$ cat config.mk
export PLATFORM = sky130hd
export DESIGN_NAME = acbc_ctrl
export DESIGN_NICKNAME = d
export VERILOG_FILES = /design/src/rtl/acbc_pkg.sv /design/src/rtl/acbc_ctrl.sv
export SDC_FILE = /design/constraint.sdc
export NUM_CORES = 1
export LEC_CHECK = 0
export ABC_AREA = 0
export BUFFER_PORTS_ARGS = -buffer_cell sky130_fd_sc_hd__clkbuf_2
export CORE_ASPECT_RATIO = 0.5
export CORE_MARGIN = 2
export CORE_UTILIZATION = 50
export DETAILED_ROUTE_END_ITERATION = 12
export PLACE_DENSITY = 0.8
export SLEW_MARGIN = 10
export SYNTH_ARGS = -nofsm -noshare
export SYNTH_HDL_FRONTEND = slang
export SYNTH_SLANG_ARGS = --single-unit
$ cat constraint.sdc
create_clock -name clk -period 2.5 [get_ports clk]
set_clock_uncertainty 0.05 [all_clocks]
set_input_delay 0.125 -clock clk [delete_from_list [all_inputs] [get_ports clk]]
set_output_delay 0.125 -clock clk [all_outputs]
set_load 0.01 [all_outputs]
$ cat src/rtl/acbc_pkg.sv
// Package for the CBC block cipher engine: beat types, register codes,
// S-box tables and the byte-level round functions. No dependencies.
package acbc_pkg;

  localparam int MAX_ROUNDS_DEF = 14;
  localparam int ROUND_W        = 4;

  typedef struct packed {
    logic [63:0] data_high;
    logic [63:0] data_low;
    logic        msg_start;
    logic [4:0]  byte_count;
  } in_item_t;

  typedef struct packed {
    logic [63:0] result_high;
    logic [63:0] result_low;
  } out_item_t;

  typedef enum logic [2:0] {
    REG_KEY_MODE    = 3'd0,
    REG_ROUND_COUNT = 3'd1,
    REG_DIRECTION   = 3'd2,
    REG_KEY_WORD_0  = 3'd3,
    REG_KEY_WORD_1  = 3'd4,
    REG_KEY_WORD_2  = 3'd5,
    REG_KEY_WORD_3  = 3'd6
  } cfg_reg_t;

  localparam logic [1:0] KEY_MODE_INVALID = 2'd3;

  typedef struct packed {
    logic [1:0]       key_mode;
    logic [3:0][63:0] key_word;
  } ks_cfg_t;

  typedef struct packed {
    logic start;
    logic rd_en;
  } ks_cmd_t;

  typedef struct packed {
    logic load;
    logic step;
    logic init;
    logic last;
    logic decrypt;
    logic finish;
  } dp_cmd_t;

  localparam logic [7:0] SBOX [256] = '{
    8'h63,8'h7c,8'h77,8'h7b,8'hf2,8'h6b,8'h6f,8'hc5,8'h30,8'h01,8'h67,8'h2b,8'hfe,8'hd7,8'hab,8'h76,
    8'hca,8'h82,8'hc9,8'h7d,8'hfa,8'h59,8'h47,8'hf0,8'had,8'hd4,8'ha2,8'haf,8'h9c,8'ha4,8'h72,8'hc0,
    8'hb7,8'hfd,8'h93,8'h26,8'h36,8'h3f,8'hf7,8'hcc,8'h34,8'ha5,8'he5,8'hf1,8'h71,8'hd8,8'h31,8'h15,
    8'h04,8'hc7,8'h23,8'hc3,8'h18,8'h96,8'h05,8'h9a,8'h07,8'h12,8'h80,8'he2,8'heb,8'h27,8'hb2,8'h75,
    8'h09,8'h83,8'h2c,8'h1a,8'h1b,8'h6e,8'h5a,8'ha0,8'h52,8'h3b,8'hd6,8'hb3,8'h29,8'he3,8'h2f,8'h84,
    8'h53,8'hd1,8'h00,8'hed,8'h20,8'hfc,8'hb1,8'h5b,8'h6a,8'hcb,8'hbe,8'h39,8'h4a,8'h4c,8'h58,8'hcf,
    8'hd0,8'hef,8'haa,8'hfb,8'h43,8'h4d,8'h33,8'h85,8'h45,8'hf9,8'h02,8'h7f,8'h50,8'h3c,8'h9f,8'ha8,
    8'h51,8'ha3,8'h40,8'h8f,8'h92,8'h9d,8'h38,8'hf5,8'hbc,8'hb6,8'hda,8'h21,8'h10,8'hff,8'hf3,8'hd2,
    8'hcd,8'h0c,8'h13,8'hec,8'h5f,8'h97,8'h44,8'h17,8'hc4,8'ha7,8'h7e,8'h3d,8'h64,8'h5d,8'h19,8'h73,
    8'h60,8'h81,8'h4f,8'hdc,8'h22,8'h2a,8'h90,8'h88,8'h46,8'hee,8'hb8,8'h14,8'hde,8'h5e,8'h0b,8'hdb,
    8'he0,8'h32,8'h3a,8'h0a,8'h49,8'h06,8'h24,8'h5c,8'hc2,8'hd3,8'hac,8'h62,8'h91,8'h95,8'he4,8'h79,
    8'he7,8'hc8,8'h37,8'h6d,8'h8d,8'hd5,8'h4e,8'ha9,8'h6c,8'h56,8'hf4,8'hea,8'h65,8'h7a,8'hae,8'h08,
    8'hba,8'h78,8'h25,8'h2e,8'h1c,8'ha6,8'hb4,8'hc6,8'he8,8'hdd,8'h74,8'h1f,8'h4b,8'hbd,8'h8b,8'h8a,
    8'h70,8'h3e,8'hb5,8'h66,8'h48,8'h03,8'hf6,8'h0e,8'h61,8'h35,8'h57,8'hb9,8'h86,8'hc1,8'h1d,8'h9e,
    8'he1,8'hf8,8'h98,8'h11,8'h69,8'hd9,8'h8e,8'h94,8'h9b,8'h1e,8'h87,8'he9,8'hce,8'h55,8'h28,8'hdf,
    8'h8c,8'ha1,8'h89,8'h0d,8'hbf,8'he6,8'h42,8'h68,8'h41,8'h99,8'h2d,8'h0f,8'hb0,8'h54,8'hbb,8'h16
  };

  localparam logic [7:0] INV_SBOX [256] = '{
    8'h52,8'h09,8'h6a,8'hd5,8'h30,8'h36,8'ha5,8'h38,8'hbf,8'h40,8'ha3,8'h9e,8'h81,8'hf3,8'hd7,8'hfb,
    8'h7c,8'he3,8'h39,8'h82,8'h9b,8'h2f,8'hff,8'h87,8'h34,8'h8e,8'h43,8'h44,8'hc4,8'hde,8'he9,8'hcb,
    8'h54,8'h7b,8'h94,8'h32,8'ha6,8'hc2,8'h23,8'h3d,8'hee,8'h4c,8'h95,8'h0b,8'h42,8'hfa,8'hc3,8'h4e,
    8'h08,8'h2e,8'ha1,8'h66,8'h28,8'hd9,8'h24,8'hb2,8'h76,8'h5b,8'ha2,8'h49,8'h6d,8'h8b,8'hd1,8'h25,
    8'h72,8'hf8,8'hf6,8'h64,8'h86,8'h68,8'h98,8'h16,8'hd4,8'ha4,8'h5c,8'hcc,8'h5d,8'h65,8'hb6,8'h92,
    8'h6c,8'h70,8'h48,8'h50,8'hfd,8'hed,8'hb9,8'hda,8'h5e,8'h15,8'h46,8'h57,8'ha7,8'h8d,8'h9d,8'h84,
    8'h90,8'hd8,8'hab,8'h00,8'h8c,8'hbc,8'hd3,8'h0a,8'hf7,8'he4,8'h58,8'h05,8'hb8,8'hb3,8'h45,8'h06,
    8'hd0,8'h2c,8'h1e,8'h8f,8'hca,8'h3f,8'h0f,8'h02,8'hc1,8'haf,8'hbd,8'h03,8'h01,8'h13,8'h8a,8'h6b,
    8'h3a,8'h91,8'h11,8'h41,8'h4f,8'h67,8'hdc,8'hea,8'h97,8'hf2,8'hcf,8'hce,8'hf0,8'hb4,8'he6,8'h73,
    8'h96,8'hac,8'h74,8'h22,8'he7,8'had,8'h35,8'h85,8'he2,8'hf9,8'h37,8'he8,8'h1c,8'h75,8'hdf,8'h6e,
    8'h47,8'hf1,8'h1a,8'h71,8'h1d,8'h29,8'hc5,8'h89,8'h6f,8'hb7,8'h62,8'h0e,8'haa,8'h18,8'hbe,8'h1b,
    8'hfc,8'h56,8'h3e,8'h4b,8'hc6,8'hd2,8'h79,8'h20,8'h9a,8'hdb,8'hc0,8'hfe,8'h78,8'hcd,8'h5a,8'hf4,
    8'h1f,8'hdd,8'ha8,8'h33,8'h88,8'h07,8'hc7,8'h31,8'hb1,8'h12,8'h10,8'h59,8'h27,8'h80,8'hec,8'h5f,
    8'h60,8'h51,8'h7f,8'ha9,8'h19,8'hb5,8'h4a,8'h0d,8'h2d,8'he5,8'h7a,8'h9f,8'h93,8'hc9,8'h9c,8'hef,
    8'ha0,8'he0,8'h3b,8'h4d,8'hae,8'h2a,8'hf5,8'hb0,8'hc8,8'heb,8'hbb,8'h3c,8'h83,8'h53,8'h99,8'h61,
    8'h17,8'h2b,8'h04,8'h7e,8'hba,8'h77,8'hd6,8'h26,8'he1,8'h69,8'h14,8'h63,8'h55,8'h21,8'h0c,8'h7d
  };

  localparam logic [3:0] FWD_COEF [4] = '{4'h2, 4'h3, 4'h1, 4'h1};
  localparam logic [3:0] INV_COEF [4] = '{4'he, 4'hb, 4'hd, 4'h9};
  localparam logic [7:0] RC_POLY = 8'h1b;

  function automatic logic [7:0] xtime(input logic [7:0] v);
    return {v[6:0], 1'b0} ^ (v[7] ? RC_POLY : 8'h00);
  endfunction

  function automatic logic [7:0] gmul(input logic [7:0] v, input logic [3:0] m);
    logic [7:0] acc;
    logic [7:0] p;
    acc = 8'h00;
    p   = v;
    for (int i = 0; i < 4; i++) begin
      if (m[i]) acc = acc ^ p;
      p = xtime(p);
    end
    return acc;
  endfunction

  function automatic logic [31:0] sub_word(input logic [31:0] w);
    return {SBOX[w[31:24]], SBOX[w[23:16]], SBOX[w[15:8]], SBOX[w[7:0]]};
  endfunction

  // byte i of the state sits at [127-8i -: 8], column i/4, row i%4
  function automatic logic [127:0] subst_state(input logic [127:0] s, input logic inv);
    logic [127:0] o;
    o = '0;
    for (int i = 0; i < 16; i++)
      o[127-8*i -: 8] = inv ? INV_SBOX[s[127-8*i -: 8]] : SBOX[s[127-8*i -: 8]];
    return o;
  endfunction

  function automatic logic [127:0] rotate_state(input logic [127:0] s, input logic inv);
    logic [127:0] o;
    int f;
    o = s;
    for (int r = 1; r < 4; r++)
      for (int c = 0; c < 4; c++) begin
        f = inv ? ((c + 4 - r) % 4) : ((c + r) % 4);
        o[127-8*(c*4+r) -: 8] = s[127-8*(f*4+r) -: 8];
      end
    return o;
  endfunction

  function automatic logic [127:0] mix_state(input logic [127:0] s, input logic inv);
    logic [127:0] o;
    logic [7:0]   acc;
    o = '0;
    for (int c = 0; c < 4; c++)
      for (int r = 0; r < 4; r++) begin
        acc = 8'h00;
        for (int k = 0; k < 4; k++)
          acc = acc ^ gmul(s[127-8*(c*4+k) -: 8],
                           inv ? INV_COEF[(k + 4 - r) % 4] : FWD_COEF[(k + 4 - r) % 4]);
        o[127-8*(c*4+r) -: 8] = acc;
      end
    return o;
  endfunction

endpackage

$ cat src/rtl/acbc_ctrl.sv
// Controller: configuration registers, round sequencing, key-row addressing
// and output handshake. Depends on acbc_pkg.
module acbc_ctrl #(
  parameter int MAX_ROUNDS = acbc_pkg::MAX_ROUNDS_DEF,
  parameter int ROW_W      = $clog2(MAX_ROUNDS + 1)
) (
  input  logic              clk,
  input  logic              rst,
  input  logic              cfg_valid,
  output logic              cfg_ready,
  input  logic [2:0]        cfg_index,
  input  logic [63:0]       cfg_data,
  input  logic              in_valid,
  output logic              in_stall,
  output logic              out_valid,
  input  logic              out_stall,
  input  logic              ks_busy,
  output acbc_pkg::ks_cfg_t ks_cfg,
  output acbc_pkg::ks_cmd_t ks_cmd,
  output logic [ROW_W-1:0]  rd_row,
  output acbc_pkg::dp_cmd_t dp_cmd
);
  import acbc_pkg::*;

  typedef enum logic [3:0] {
    ST_IDLE   = 4'b0001,
    ST_EXPAND = 4'b0010,
    ST_RUN    = 4'b0100,
    ST_DONE   = 4'b1000
  } state_t;

  state_t             state, state_next;
  logic [ROUND_W-1:0] cnt;
  logic [1:0]         key_mode;
  logic [ROUND_W-1:0] round_count;
  logic               direction;
  logic [3:0][63:0]   key_word;

  logic               cfg_fire;
  logic               key_write;
  logic [ROUND_W-1:0] rounds;
  logic [ROUND_W-1:0] row;
  logic               finish;

  always_comb begin
    cfg_fire  = cfg_valid && cfg_ready;
    key_write = 1'b0;
    case (cfg_reg_t'(cfg_index))
      REG_KEY_MODE, REG_KEY_WORD_0, REG_KEY_WORD_1,
      REG_KEY_WORD_2, REG_KEY_WORD_3: key_write = cfg_fire;
      default:                        key_write = 1'b0;
    endcase
    if (round_count == '0)
      rounds = ROUND_W'(1);
    else if (round_count > ROUND_W'(MAX_ROUNDS))
      rounds = ROUND_W'(MAX_ROUNDS);
    else
      rounds = round_count;
  end

  always_ff @(posedge clk) begin
    if (rst) begin
      key_mode    <= 2'd0;
      round_count <= ROUND_W'(10);
      direction   <= 1'b0;
      key_word    <= '0;
    end else if (cfg_fire) begin
      case (cfg_reg_t'(cfg_index))
        REG_KEY_MODE: begin
          if (cfg_data[1:0] != KEY_MODE_INVALID) begin
            key_mode    <= cfg_data[1:0];
            round_count <= ROUND_W'(10) + {1'b0, cfg_data[1:0], 1'b0};
          end
        end
        REG_ROUND_COUNT: round_count <= cfg_data[ROUND_W-1:0];
        REG_DIRECTION:   direction   <= cfg_data[0];
        REG_KEY_WORD_0:  key_word[0] <= cfg_data;
        REG_KEY_WORD_1:  key_word[1] <= cfg_data;
        REG_KEY_WORD_2:  key_word[2] <= cfg_data;
        REG_KEY_WORD_3:  key_word[3] <= cfg_data;
        default: ;
      endcase
    end
  end

  always_comb begin
    state_next = state;
    finish     = 1'b0;
    case (state)
      ST_IDLE: begin
        if (in_valid)       state_next = ST_RUN;
        else if (key_write) state_next = ST_EXPAND;
      end
      ST_EXPAND: begin
        if (!ks_busy) state_next = ST_IDLE;
      end
      ST_RUN: begin
        if (cnt == rounds) state_next = ST_DONE;
      end
      ST_DONE: begin
        if (!out_valid || !out_stall) begin
          finish     = 1'b1;
          state_next = ST_IDLE;
        end
      end
      default: state_next = ST_IDLE;
    endcase
  end

  always_ff @(posedge clk) begin
    if (rst) begin
      state     <= ST_EXPAND;
      cnt       <= '0;
      out_valid <= 1'b0;
    end else begin
      state <= state_next;
      if (state == ST_RUN) cnt <= cnt + 1'b1;
      else                 cnt <= '0;
      if (finish)         out_valid <= 1'b1;
      else if (!out_stall) out_valid <= 1'b0;
    end
  end

  always_comb begin
    if (state == ST_IDLE)
      row = direction ? rounds : '0;
    else
      row = direction ? (rounds - cnt - 1'b1) : (cnt + 1'b1);
    rd_row    = row[ROW_W-1:0];
    // an offered input beat takes the idle cycle; registers wait for the next one
    cfg_ready = (state == ST_IDLE) && !in_valid;
    in_stall  = (state != ST_IDLE);

    ks_cfg.key_mode = key_mode;
    ks_cfg.key_word = key_word;
    ks_cmd.start    = key_write && !in_valid;
    ks_cmd.rd_en    = (state == ST_IDLE) || (state == ST_RUN);

    dp_cmd.load    = (state == ST_IDLE) && in_valid;
    dp_cmd.step    = (state == ST_RUN);
    dp_cmd.init    = (cnt == '0);
    dp_cmd.last    = (cnt == rounds);
    dp_cmd.decrypt = direction;
    dp_cmd.finish  = finish;
  end

endmodule

# == Yosys cells after proc, flatten, opt, wreduce, memory -nomap -nowiden ==
# Index checks and enable logic that the tools add are counted.
# W data, S select, Z words.
# word_totals
ff_bits,272
latchBits,0
ramBits,0
mem_bits_ro,0
inputBits,73
out_inout_bits,273
elab_cells,76
mem_count,0
# classes
n_addsub,4
n_mul,0
div,0
n_lt_le_gt_ge,1
n_eq_ne,19
shift,0
mux,18
n_bitwise,1
reduce_logical,23
# ops
cell,count
$mux W4,11
$pmux W4 S4,1
$ne A2 B2 Y1 const B,5
$reduce_and A2 Y1,5
$eq A3 B3 Y1 const B,3
$logic_not A4 Y1,2
$pmux W4 S2,1
$eq A3 B2 Y1 const B,2
$reduce_and A3 Y1,2
$mux W1,5
$reduce_or A5 Y1,1
$add A4 B1 Y4 const B,1
$add A4 B3 Y4 const A,1
$eq A4 B1 Y1 const B,1
$eq A4 B2 Y1 const B,1
$eq A4 B3 Y1 const B,1
$eq A4 B4 Y1,1
$eq A4 B4 Y1 const B,1
$gt A4 B4 Y1 const B,1
$logic_and A1 B1 Y1,4
$ne A4 B1 Y1 const B,1
$reduce_and A4 Y1,1
$sub A4 B1 Y4 const B,1
$sub A4 B4 Y4,1
9 further kinds,12

# == Logic depth before layout (Yosys ltp) ==
# Gate-level depths: netlist of the first run.
# depth
ltp_word,7
ltp_mapped,9
ltp_nobuf,9

# == Worst setup path after synthesis of the first run ==
# OpenSTA, ideal clock, no wires.
# synth_timing
path_type,flip-flop to output port
startpoint,register round_count[2]
endpoint,output port rd_row[3]
arrival_ns,1.873
required_time_ns,2.325
path_slack_ns,0.452
stages_incl_launch_ff,10
n_path_buf,0
cell_sequence,dfxtp_1 -> nand2_1 -> nand2_1 -> a21oi_1 -> ha_1 -> a21oi_1 -> maj3_1 -> xor2_1 -> and4b_1 -> a311o_1
# synth_via
elab_chain_cells,7
word_cells_on_any_way,9
classes_between,2 x add/sub; 1 x order compare; 5 x mux; 1 x reduce/logical
# synth_rtl
item,line,rtl
start: declaration,acbc_ctrl.sv:35,logic [ROUND_W-1:0] round_count;
start signal: assignment,acbc_ctrl.sv:72,"round_count <= ROUND_W'(10) + {1'b0, cfg_data[1:0], 1'b0};"
start signal: assignment,acbc_ctrl.sv:75,REG_ROUND_COUNT: round_count <= cfg_data[ROUND_W-1:0];
$gt A4 B4 Y1,acbc_ctrl.sv:55,else if (round_count > ROUND_W'(MAX_ROUNDS))
$mux W4,acbc_ctrl.sv:55,
$mux W4 *,acbc_ctrl.sv:53,if (round_count == '0)
$sub A4 B4 Y4,acbc_ctrl.sv:128,row = direction ? (rounds - cnt - 1'b1) : (cnt + 1'b1);
$sub A4 B1 Y4,acbc_ctrl.sv:128,
$mux W4,acbc_ctrl.sv:128,
$mux W4 *,acbc_ctrl.sv:125,if (state == ST_IDLE)
end: declaration,acbc_ctrl.sv:20,"output logic [ROW_W-1:0] rd_row,"
# Mark *: on every way between the ends. The rest lies on a longest branch, timed or not.

# == Worst setup path in the final report of the first run ==
# layout_timing
startpoint,register round_count[1]
endpoint,output port rd_row[3]
# The elaborated chain is that of the path after synthesis.

==> flow_summary.toml, run 1 <==
[run_status]
outcome = "complete, but fails checks"
violations = "negative setup slack"

[min_path]
hp-class = "input port to register"

[routing]
drc = 0
drtIter0Drc = 701
viasPerCell = 5.32
wirelength_um = 31800
dr.pass1.iters = 5
drtAntennaViolNets = 0
vias = 10200
wl_per_cell_um = 16.7

[power_and_ir_drop]
p_switching_w = 0.00192
powerDensity_nw_per_um2 = 651
clkPwrFrac_pct = 43.7
p_leak_nw = 5.38
power_w = 0.00865
seqPwrFrac_pct = 50.6
internal-power_w = 0.00673
ir_drop_mv = 0.505
p_sw_share_pct = 22.2
pwr-share-comb_pct = 5.7

[critical_path]
critPathTopFamily = "adder cells"
path_cells = "nor2_2 > nor2_1 > a21oi_2 > ha_2 > a21oi_2 > maj3_2 > xor2_1 > and4b_1 > a311o_1 > clkbuf_2"
endpoint_kind = "output port"
start_kind = "register"
cp_slowest_cell = "dfxtp_4"
path_common_cell = "a21oi_2"
arrival_ns = 2.49
path_max_fanout = 4
cp_slowest_stage_delay_ns = 0.36
crit_type = "register to output port"
crit_required_ns = 2.33
cp_num_buf_inv = 1

[yosys]
synth_most_common_cell = "nand2_1"
netlist.area_leader.share_pct = 55.1
synth_cells = 1248
ys_seq_area_share_pct = 55.1
ys_ff_latch = 272
syn_nets = 1327
ys_warn_count = 0
ys_top_cells_by_count = "526 x nand2_1, 272 x dfxtp_1, 265 x a21oi_1"
ys.flop_type = "dfxtp_1"
ys_top_cells_by_area = "dfxtp_1 55%, nand2_1 20%, a21oi_1 13%"
syn_area_um2 = 9880
syn_area_per_cell_um2 = 7.92
synth_edf_count = 0
async_reset_ff_share_pct = 0
synth_top_area_cell = "dfxtp_1"
yosysUniqueCellTypes = 43

[floorplan]
initial_utilization_pct = 50.9
coreArea_um2 = 19400
rows = 36
die_area_um2 = 21000
die_h_um = 103
die-width_um = 203
io_pins = 346

[placed_design]
finalWeightedCongestion = 0.864
dp_hpwl_um = 20600
port_buffers = 345
dp.cells = 1792

[sta]
rsz0062_at_grt = "true"
period_needed_ns = 2.66
final_max_slew_viol_count = 0
finalHoldViolCount = 0
hold_ws_ns = 0.0238
worst_pin_slew_ns = 0.623
relSlewSlack_pct = 58.5
maxClockFrequency_mhz = 375
finalSetupViolations = 3
fin_ws_ns = -0.164
layout_worst_path_cycle_share_pct = 107
tns_ns = -0.266

[cts]
clockRootBuffer = "clkbuf_16"
cts_buffers = 24
clk_latency_ns = 0.51
clock-sinks = 272
cts_buffer_depth = 3
clk_pin_slew_worst_paths_ns = 0.06
cts-htree-levels = 1
cts_tree = "built"

[finish]
final_cells = 1911
fillers = 1563
area_growth_pct = 34.5
drive_gt1_share_pct = 26.5
finalNetCount = 1705

[global_routing]
grt_max_degree = 89
grt_pass1_wl_um = 48100
grt_pass1_vias = 9528
grt_overflow = 0
grt_usage_pct = 28.6
antenna_found_initial = 1

[run]
maxCapViolations = 0
-- final cells by class --
type	instances	area [um^2]	area share, %
Timing Repair Buffer	442	2700	20.3
Sequential cell	272	5450	41.0
Antenna cell	1	2.50	0.0188
Clock inverter	7	62.6	0.471
Inverter	7	26.3	0.198
Multi-Input combinational cell	879	3970	29.9
Tap cell	266	333	2.50
Clock buffer	37	751	5.65
-- routing by layer --
layer,vias to the layer above,wire (um),global-route usage (%)
li1,4787,-,-
met1,4758,12200,34.0
met2,510,15800,50.7
met3,110,2110,4.51
met4,0,1670,16.8
met5,-,0,0
-- what timing repair did --
action | 4_1_cts | 5_1_grt
hold endpoints to repair | 263 | 0
hold buffers | 68 | 0
setup endpoints to repair | 3 | 3
gates resized for setup | 9 | 4
setup buffers | 6 | 0
pin swaps | 7 | 1
-- per-stage QoR --
step,worst slack (ns),instance area [um^2],util [%]
floorplan,0.452,9880,-
global placement,0.272,11700,60.4
detailed placement,0.180,11700,60.4
CTS,-0.163,13300,68.4
global route,-0.245,13300,68.5
finish,-0.164,13300,68.5
-- state kept, by name, summed over array words and instances (netlist names) --
| name | flops |
|---|---|
| state | 4 |
| out_valid | 1 |
| key_mode | 2 |
| direction | 1 |
| cnt | 4 |
| ks_cfg | 256 |
| round_count | 4 |
-- power groups by stage --
stage	logic (W)	registers (W)	clock network, W
floorplan	0.000180	0.00449	0
global placement	0.000380	0.00448	0
detailed placement	0.000388	0.00448	0
CTS	0.000478	0.00438	0.00384
global route	0.000524	0.00438	0.00401
finish	0.000491	0.00438	0.00378
-- worst reg2reg max path, stage by stage, from the launching register on --
cell and delay [ns]:
dfxtp_1 0.36, nor4b_4 0.37, buf_4 0.23, inv_2 0.10
nor3_1 0.36, nand3_1 0.28, a211oi_1 0.29, a211oi_1 0.09
-- cell families after synthesis --
logic type                 share of synthesized area, %
and+or+nand+nor                                    23.5
adders and majority gates                         0.937
xor gates and xnor gates                          0.532
buffers and inverters                              5.05
DFF                                                55.1
muxes                                             0.304
AOI/OAI and AO/OA                                  14.5
-- final timing paths --
check | endpoint | depth (start not counted) | slack [ns] | startpoint
worst max-delay path | rd_row[3] | 10 | -0.16 | round_count[1]$_SDFFE_PP1P_
worst min-delay path | round_count[3]$_SDFFE_PP1P_ | 4 | 0.02 | cfg_index[1]
worst max register to register | round_count[2]$_SDFFE_PP0P_ | 7 | 0.23 | state[3]$_SDFFE_PP0P_
worst min register to register | ks_cfg[105]$_SDFFE_PP0P_ | 2 | 0.40 | ks_cfg[105]$_SDFFE_PP0P_
-- cell usage in the layout (no fill, tap or decap), types with 3 or more instances in the layout --
| master | Yosys | final |
|---|---|---|
| xor2_1 | 5 | 5 |
| clkbuf_16 | 0 | 25 |
| clkbuf_1 | 48 | 4 |
| ha_1 | 5 | 4 |
| a21oi_1 | 265 | 263 |
| clkbuf_8 | 0 | 9 |
| nand2b_1 | 6 | 6 |
| nor2_1 | 23 | 22 |
| clkinv_2 | 0 | 5 |
| nand3_1 | 4 | 4 |
| buf_12 | 0 | 5 |
| dfxtp_1 | 272 | 270 |
| dlygate4sd3_1 | 0 | 68 |
| buf_4 | 3 | 24 |
| clkbuf_2 | 0 | 342 |
| inv_1 | 6 | 6 |
| mux2i_1 | 3 | 3 |
| nand2_1 | 526 | 526 |
| nor3_1 | 4 | 4 |
Note: power is estimated with default switching activity, not from simulation.
==> run 2: changes to the inputs <==
--- a/config.mk
+++ b/config.mk
@@ -7,12 +7,11 @@
 export LEC_CHECK = 0
 export ABC_AREA = 0
 export BUFFER_PORTS_ARGS = -buffer_cell sky130_fd_sc_hd__clkbuf_2
-export CORE_ASPECT_RATIO = 0.5
 export CORE_MARGIN = 2
 export CORE_UTILIZATION = 50
 export DETAILED_ROUTE_END_ITERATION = 12
 export PLACE_DENSITY = 0.8
-export SLEW_MARGIN = 10
+export SLEW_MARGIN = 0
 export SYNTH_ARGS = -nofsm -noshare
 export SYNTH_HDL_FRONTEND = slang
 export SYNTH_SLANG_ARGS = --single-unit
==> run 2 against run 1 <==
Effect of this change: the run still ends with negative setup slack left; core utilization is 0.90 points higher; first-iteration DRC count shrank 20%; fmax fell by 3.0%; clock power grew 13%; routed wire length down 0.74%; cell count increased by 0.16%; combinational power increased by 1%; final area grew 1.2%; critical path type unchanged; critical endpoint unchanged.
==> flow_summary.toml, run 2 (synthesized netlist as in run 1, its figures left out) <==
[run_status]
outcome = "complete, but fails checks"
violations = "negative setup slack"

[critical_path]
r2r-start = "state[3]$_SDFFE_PP0P_"
arrival_ns = 2.57
r2r_setup_slack_ns = 0.28
cp-startpoint = "round_count[1]$_SDFFE_PP1P_"
path_max_fanout = 5
start_kind = "register"
r2r.worst_path.cells = 6
regToRegEndpoint = "ks_cfg[93]$_SDFFE_PP0P_"
crit_end = "rd_row[3]"
endpoint_kind = "output port"
crit_type = "register to output port"
crit_required_ns = 2.33

[global_routing]
antenna_found_initial = 0
gr-usage-met2_pct = 49.8
grt_usage_pct = 28.8
grt_pass1_wl_um = 48100
grt_max_degree = 105
met3_usage_pct = 7.22
busiest_layer = "met2"
grt_overflow = 0
met1_usage_pct = 33.2
grt_pass1_vias = 9446

[sta]
period_needed_ns = 2.75
worst_pin_slew_ns = 0.725
layout_worst_path_cycle_share_pct = 110
relSlewSlack_pct = 51.7
hold_ws_ns = 0.0347
finalSetupViolations = 3
maxClockFrequency_mhz = 364
final_max_slew_viol_count = 0
rsz0062_at_grt = "true"
tns_ns = -0.606
finalHoldViolCount = 0
fin_ws_ns = -0.245

[floorplan]
io_pins = 346
die_area_um2 = 20900
rows = 51
die-width_um = 145
coreArea_um2 = 19400
initial_utilization_pct = 50.9
die_h_um = 145

[power_and_ir_drop]
p_leak_nw = 5.45
powerDensity_nw_per_um2 = 681
ir_drop_mv = 0.525

[finish]
area_growth_pct = 36.1
register_area_um2 = 5450
final_util_pct = 69.4
fillers = 1554
drive_gt1_share_pct = 26.8
finalNetCount = 1706
multi_input_area_um2 = 3980
largest_register_ffs = 256
final_cells = 1914
antenna_cells = 0
mostFrequentLayoutCells = "524 x nand2_1, 342 x clkbuf_2, 270 x dfxtp_1"
final_common_cell = "nand2_1"

[routing]
drc = 0
wl_per_cell_um = 16.5
dr.pass1.iters = 7
viasPerCell = 5.19
drtAntennaViolNets = 0
vias = 9937
wirelength_um = 31600
drtIter0Drc = 558

[cts]
clk_pin_slew_worst_paths_ns = 0.06
clk_latency_ns = 0.53
clockRootBuffer = "clkbuf_16"
cts_tree = "built"
cts_buffers = 28
clock-sinks = 272
cts-htree-levels = 1
cts_buffer_depth = 3

[run]
maxCapViolations = 0

[placed_design]
port_buffers = 345
dp.cells = 1788
finalWeightedCongestion = 0.861
dp_hpwl_um = 20200

[min_path]
hp-class = "input port to register"
run 2: final cells by class:
class                      instances  area share, %
tap                              265           2.46
timing repair buffer             439           20.0
sequential                       272           40.5
multi-input combinational        879           29.6
clock inverter                    10          0.855
clock buffer                      42           6.35
inverter                           7          0.195
run 2: worst min-delay path by stage:
stage                 startpoint                           to  cells after the start
finish              cfg_index[0]  round_count[3]$_SDFFE_PP1P_                      3
global route        cfg_index[0]  round_count[3]$_SDFFE_PP1P_                      3
CTS                 cfg_index[0]  round_count[3]$_SDFFE_PP1P_                      3
detailed placement  cfg_data[14]     ks_cfg[142]$_SDFFE_PP0P_                      3
global placement    cfg_data[60]     ks_cfg[188]$_SDFFE_PP0P_                      3
floorplan           cfg_data[36]     ks_cfg[100]$_SDFFE_PP0P_                      2
run 2: report_power, final:
| group | leakage [nW] | total [W] | switching, W | internal (W) |
|---|---|---|---|---|
| Combinational | 2.78 | 0.000496 | 0.000298 | 0.000199 |
| Sequential | 2.19 | 0.00438 | 0.0000219 | 0.00436 |
| Clock | 0.475 | 0.00429 | 0.00172 | 0.00257 |
run 2: per-stage QoR:
stage | total power [W] | worst slack (ns) | instance area [um^2]
after floorplan | 0.00467 | 0.452 | 9880
after global placement | 0.00487 | 0.276 | 11700
after detailed placement | 0.00487 | 0.258 | 11700
after CTS | 0.00921 | -0.142 | 13400
after global routing | 0.00945 | -0.320 | 13500
final | 0.00917 | -0.245 | 13500
run 2: metal layers:
layer,vias up,wire [um]
li1,4798,-
met1,4567,12000
met2,463,15300
met3,109,2810
met4,0,1500
met5,-,0
run 2: critical path: stages, from the launching register on:
cell      delay [ns]
dfxtp_4         0.36
nand2_2         0.07
nand2_2         0.07
a21oi_2         0.18
ha_2            0.21
a21oi_1         0.08
maj3_2          0.31
xor2_1          0.15
and4b_1         0.18
a311o_1         0.26
clkbuf_2        0.15
run 2: timing repair:
item,CTS,global route
setup endpoints to repair,3,3
endpoints found under the hold margin,263,0
pin swaps,7,4
hold buffers,69,0
buffers inserted,4,1
resized for setup,10,8
